--- src/sv/mtl_pkg.sv ---
// ----------------------------------------------------------------------------
// mtl_pkg
// Shared types and constants of the multibit trie longest prefix match table.
// ----------------------------------------------------------------------------
package mtl_pkg;

    localparam int STRIDE_BITS  = 4;
    localparam int CHILD_FANOUT = 1 << STRIDE_BITS;
    localparam int SLOT_FANOUT  = CHILD_FANOUT - 1;
    localparam int ADDR_BITS    = 32;
    localparam int LEVEL_MAX    = ADDR_BITS / STRIDE_BITS;
    localparam int LEVEL_W      = 4;
    localparam int SLOT_IDX_W   = 4;

    typedef enum logic [1:0] {
        OP_INSERT = 2'd0,
        OP_SEARCH = 2'd1,
        OP_LOOKUP = 2'd2,
        OP_DELETE = 2'd3
    } opcode_t;

    typedef enum logic [1:0] {
        ST_DONE      = 2'd0,
        ST_NOT_FOUND = 2'd1,
        ST_FULL      = 2'd2
    } status_t;

    typedef struct packed {
        opcode_t     opcode;
        logic [31:0] address;
        logic [5:0]  prefix_len;
        logic [31:0] next_hop_in;
        logic [3:0]  iface_in;
    } req_t;

    typedef struct packed {
        status_t     status;
        logic [31:0] next_hop_out;
        logic [3:0]  iface_out;
        logic [5:0]  match_len;
    } rsp_t;

    typedef struct packed {
        logic        valid;
        logic [31:0] hop;
        logic [3:0]  iface;
    } slot_t;

    typedef slot_t [SLOT_FANOUT-1:0] slot_row_t;

    typedef struct packed {
        logic    clear;
        logic    load;
        logic    rd;
        logic    lk_eval;
        logic    descend;
        logic    alloc;
        logic    slot_wr;
        logic    finish;
        status_t code;
    } cmd_t;

    typedef struct packed {
        logic clear_last;
        logic is_lookup;
        logic is_insert;
        logic is_delete;
        logic len_bad;
        logic at_target;
        logic child_zero;
        logic lk_stop;
        logic slot_hit;
        logic pool_short;
        logic alloc_last;
        logic out_busy;
    } stat_t;

    // Slot of a route with length offset r whose next bits are top (MSB first).
    function automatic logic [SLOT_IDX_W-1:0] slot_index(input logic [1:0] r,
                                                         input logic [2:0] top);
        logic [SLOT_IDX_W-1:0] idx;
        case (r)
            2'd0:    idx = 4'd0;
            2'd1:    idx = 4'd1 + {3'd0, top[2]};
            2'd2:    idx = 4'd3 + {2'd0, top[2:1]};
            2'd3:    idx = 4'd7 + {1'd0, top};
            default: idx = 4'd0;
        endcase
        return idx;
    endfunction

endpackage

--- src/sv/mtl_ctrl.sv ---
// ----------------------------------------------------------------------------
// mtl_ctrl
// Sequencer of the trie table: clearing pass, trie walk, allocation, writes.
// ----------------------------------------------------------------------------
module mtl_ctrl (
    input  logic          clk,
    input  logic          rst_n,
    input  logic          req_valid,
    output logic          req_stall,
    input  mtl_pkg::stat_t stat,
    output mtl_pkg::cmd_t  cmd
);
    import mtl_pkg::*;

    typedef enum logic [2:0] {
        S_CLEAR,
        S_IDLE,
        S_CHECK,
        S_READ,
        S_EVAL,
        S_ALLOC,
        S_WRITE,
        S_RESP
    } state_t;

    state_t  state_reg, state_next;
    status_t code_reg, code_next;

    always_comb
    begin
        state_next = state_reg;
        code_next  = code_reg;
        cmd        = '0;
        cmd.code   = code_reg;
        case (state_reg)
            S_CLEAR:
            begin
                cmd.clear = 1'b1;
                if (stat.clear_last)
                begin
                    state_next = S_IDLE;
                end
            end
            S_IDLE:
            begin
                if (req_valid)
                begin
                    cmd.load   = 1'b1;
                    state_next = S_CHECK;
                end
            end
            S_CHECK:
            begin
                if (stat.len_bad)
                begin
                    code_next  = ST_NOT_FOUND;
                    state_next = S_RESP;
                end
                else
                begin
                    state_next = S_READ;
                end
            end
            S_READ:
            begin
                cmd.rd     = 1'b1;
                state_next = S_EVAL;
            end
            S_EVAL:
            begin
                if (stat.is_lookup)
                begin
                    cmd.lk_eval = 1'b1;
                    state_next  = stat.lk_stop ? S_RESP : S_READ;
                end
                else if (!stat.at_target)
                begin
                    if (!stat.child_zero)
                    begin
                        cmd.descend = 1'b1;
                        state_next  = S_READ;
                    end
                    else if (stat.is_insert && !stat.pool_short)
                    begin
                        state_next = S_ALLOC;
                    end
                    else
                    begin
                        code_next  = stat.is_insert ? ST_FULL : ST_NOT_FOUND;
                        state_next = S_RESP;
                    end
                end
                else if (stat.is_insert || (stat.is_delete && stat.slot_hit))
                begin
                    state_next = S_WRITE;
                end
                else
                begin
                    code_next  = stat.slot_hit ? ST_DONE : ST_NOT_FOUND;
                    state_next = S_RESP;
                end
            end
            S_ALLOC:
            begin
                cmd.alloc = 1'b1;
                if (stat.alloc_last)
                begin
                    state_next = S_READ;
                end
            end
            S_WRITE:
            begin
                cmd.slot_wr = 1'b1;
                code_next   = ST_DONE;
                state_next  = S_RESP;
            end
            S_RESP:
            begin
                if (!stat.out_busy)
                begin
                    cmd.finish = 1'b1;
                    state_next = S_IDLE;
                end
            end
            default:
            begin
                state_next = S_IDLE;
            end
        endcase
    end

    assign req_stall = (state_reg != S_IDLE);

    always_ff @(posedge clk or negedge rst_n)
    begin
        if (!rst_n)
        begin
            state_reg <= S_CLEAR;
            code_reg  <= ST_DONE;
        end
        else
        begin
            state_reg <= state_next;
            code_reg  <= code_next;
        end
    end

endmodule

--- config.mk ---
export PLATFORM = sky130hd
export DESIGN_NAME = mtl_ctrl
export DESIGN_NICKNAME = d
export VERILOG_FILES = /design/src/sv/mtl_pkg.sv /design/src/sv/mtl_ctrl.sv
export SDC_FILE = /design/constraint.sdc
export NUM_CORES = 1
export LEC_CHECK = 0
export BUFFER_PORTS_ARGS = -buffer_cell sky130_fd_sc_hd__buf_2
export CAP_MARGIN = 20
export CORE_AREA = 2 2 39 41
export CTS_CLUSTER_SIZE = 16
export DETAILED_ROUTE_END_ITERATION = 12
export DIE_AREA = 0 0 41 43
export GPL_TIMING_DRIVEN = 0
export PLACE_DENSITY_LB_ADDON = 0.3
export SLEW_MARGIN = 20
export SYNTH_ARGS = -nofsm -noshare
export SYNTH_HDL_FRONTEND = slang
export SYNTH_SLANG_ARGS = --single-unit
--- constraint.sdc ---
create_clock -name clk -period 1.36 [get_ports clk]
set_input_delay 0.136 -clock clk [delete_from_list [all_inputs] [get_ports clk]]
set_output_delay 0.136 -clock clk [all_outputs]
set_load 0.1 [all_outputs]
After elaboration in Yosys (flattened, before gate mapping) --
Cells that the tools add are included. Widths: inputs -> output; s select.
Cells by class: add/sub/neg operators 0, multipliers 0, divide/modulo/power cells 0, $lt $le $gt $ge 0, equal/unequal tests 17, shift operators 0, muxes and demuxes 34, bitwise operators 0, reductions and logical operators 8
Operators by type and width (number):
- $mux 3 | 9
- $pmux 3 s8 | 1
- $mux 2 | 9
- $mux 1 | 14
- $eq 3x3->1 const B | 4
- $ne 2x2->1 const B | 6
- $ne 3x3->1 const B | 3
- $eq 3x2->1 const B | 2
- $pmux 2 s3 | 1
- $reduce_and 6->1 | 1
- $reduce_and 4->1 | 1
- $eq 3x1->1 const B | 1
- $logic_not 3->1 | 1
- $ne 3x1->1 const B | 1
- $reduce_bool 3->1 | 1
- $logic_and 1x1->1 | 2
- $logic_not 1->1 | 1
- $logic_or 1x1->1 | 1
Storage, ports and cells: register bits 5, bits in latches 0, bits in writable memories 0, memory bits (read-only) 0, input bits 15, output and inout port bits 11, word-level logic and storage cells 61, memories 0

Longest topological paths before layout --
word-level depth 7, depth in mapped cells 5, gate-level depth less buffers 4

Least setup slack after synthesis --
OpenSTA, ideal clock, no wires.
path type reg-to-output, from reg state_reg[1], to out cmd[9] (netlist bit), data arrival time 2.749 ns, required time 1.224 ns, slack -1.525 ns, stages on the path, launching flop included 4, buffers on the path 2, path through dfrtp_1 > buf_6 > clkbuf_1 > nor3_1
RTL lines:
- start: declaration | line mtl_ctrl.sv:26 | state_t state_reg, state_next;
- start signal: assignment | line mtl_ctrl.sv:143 | state_reg <= state_next;
- end: declaration | line mtl_ctrl.sv:11 | output mtl_pkg::cmd_t cmd

==> out/qor.yml <==
synth_area_um2: 464
finalClockSkew_ns: 0.00127
worstPathRequired_ns: 1.22
path_delay_family: "simple AND/OR/NAND/NOR gates"
fp.dieH_um: 43
cts-root-buf: "clkbuf_4"
top_layer: "met4"
tightest_slew_ns: 0.494
period_share: 1.18
synth_commonest_cells: "nor2_1 (8), o21ai_0 (7), nand3_1 (6)"
synth-edff-count: 0
initial_core_util: 0.335
wirelength_mm: 1.68
relSlewSlack: 0.673
row_count: 14
wl_met1_um: 718
async_reset_ff_frac: 1.00
cts_sinks: 5
crit_path_start_kind: "register"
drc_errors: 0
ys_ff_latch: 5
initialDrtViolationCount: 6
crit_chain: "buf_6, or3b_4, nor2_4, buf_12"
viasPerCell: 5.26
diodes: 0
setup_violations: 10
wl_met2_um: 826
slowest_stage: "or3b_4"
largest_reg_flops: 3
via_count: 631
hold-worst-slack_ns: 0.187
avgSynthCellArea_um2: 7.25
hold_violations: 0
seqCellArea_um2: 128
syn2layout_area_growth_pct: 123
ir_worst_vdd_mv: 1.40
p_leak_nw: 0.432
syn_inst: 64
yosysSeqAreaShare: 0.270
rsz0062_at_grt: "true"
crit_path_end_kind: "output pin"
clock.fmax_mhz: 625
nFillCells: 97
grt_use_total: 0.238
htree_levels: 1
power_density_nw_per_um2: 2910
path_class: "reg2out"
crit_path_max_incr_delay_ns: 0.41
cp_max_fo: 7
synth.most_common_cell: "nor2_1"
place.gp.congestion: 0.792
clk_latency_ns: 0.26
grt_pass1_vias: 560
clk_path_buf_depth: 2
grt_max_degree: 11
violations: "negative setup slack"
path_buf_inv: 2
drive_gt1_frac: 0.606
first_pass_iters: 4
final_antenna_net_count: 0
hold_path_class: "in2reg"
wl_per_cell_um: 14.0
design_power_total_w: 0.00301
clkTransAtPathRegs_ns: 0.04
setup_slack_ns: -0.239
netlist_top_cells_area: "dfrtp_1 (27%), o21ai_0 (7.5%), nand3_1 (6.5%), nor2_1 (6.5%), a21oi_1 (4.3%)"
synth_nets: 79
ys.flop_type: "dfrtp_1"
outcome: "finished, violations left"
antenna_found_initial: 0
grt_pass1_wl_mm: 2.67
ioPinCount: 26
yosys_warnings: 0
grt_overflow: 0
multi_input_area_um2: 415
cts_buffers: 3
nets: 120
finalMaxSlewViolations: 0
period_minus_slack_ns: 1.60
ys_types: 27
setup_tns_ns: -1.32
dp_hpwl_um: 927
drv_cap: 0
die_w_um: 41
dr_wl_met3_um: 66
fp.coreArea_um2: 1380
cts_tree: "built"
yosys.area.top_type: "dfrtp_1"
place_ws_ns: -0.240
arrival_ns: 1.46
port_buffers: 25
synth_top_cell_area_share: 0.270
die_area_um2: 1760
worst reg2reg max path, delay by kind of cell, from the launching register on:
kind	cells	cell delay, ns
flip-flops	1	0.42
AO/OA/AOI/OAI	2	0.32
multiplexers	1	0.33
buffers and inverters	1	0.12
AND/OR/NAND/NOR	1	0.24
routing by layer:
metal	vias up	GRT usage
met1	295	0.328
met4	0	0.200
met3	5	0.0471
met5	-	0
met2	22	0.303
li1	309	-
cell usage in the layout (no fill, tap or decap), types with 4 or more instances in the layout:
cell type | synthesis | routed
nand3_1 | 6 | 4
buf_6 | 1 | 5
buf_2 | 0 | 16
o21ai_0 | 7 | 7
a21oi_1 | 4 | 4
buf_4 | 0 | 6
inv_1 | 5 | 5
buf_12 | 0 | 9
nor2_4 | 0 | 6
worst paths after layout:
path | start | end | slack, ns | cells after the start
worst max-delay path | state_reg[1]$_DFFE_PN0P_ | cmd[6] | -0.24 | 4
worst min-delay path | stat[2] | code_reg[1]$_DFFE_PN0P_ | 0.19 | 3
worst max register to register | state_reg[2]$_DFFE_PN0P_ | code_reg[0]$_DFFE_PN0P_ | -0.18 | 5
worst min register to register | code_reg[0]$_DFFE_PN0P_ | code_reg[0]$_DFFE_PN0P_ | 0.54 | 1
max in group asynchronous | rst_n | state_reg[0]$_DFFE_PN0P_ | 0.99 | 2
min in group asynchronous | rst_n | code_reg[1]$_DFFE_PN0P_ | 0.23 | 2
per-stage QoR:
| stage | cells | utilization | cell area [µm²] |
|---|---|---|---|
| finish | 120 | 0.748 | 1030 |
| CTS | 120 | 0.727 | 1010 |
| floorplan | 64 | - | 541 |
| global route | 120 | 0.748 | 1030 |
| detailed placement | 105 | 0.495 | 686 |
| global placement | 105 | 0.495 | 686 |
final cells by class:
type,instances,share of cell area
Buffer,4,0.0641
Clock buffer,4,0.0254
Inverter,5,0.0181
Multi-Input combinational cell,50,0.401
Sequential cell,5,0.123
Tap cell,16,0.0193
Timing Repair Buffer,36,0.348
cells by family after synthesis:
family,after synthesis,synth area share
AOI/OAI and AO/OA,19,0.253
muxes,1,0.0323
buffers and inverters,9,0.0889
DFF,5,0.270
and+or+nand+nor,30,0.356
repair_timing:
item                                   CTS  global route
endpoints found under the hold margin    5             0
hold buffers                             1             0
pin swaps                                6             5
cloned                                   0             0
setup buffers                           10             0
setup endpoints to repair               10            12
resized for setup                       54             6
report_power, final:
part	leakage, nW	switching (W)	internal [W]
sequential	0.0548	0.0000774	0.000224
clock	0.0150	0.0000720	0.000112
combinational	0.362	0.00148	0.00105
total	0.432	0.00163	0.00139
(Power assumes the default switching activity.)
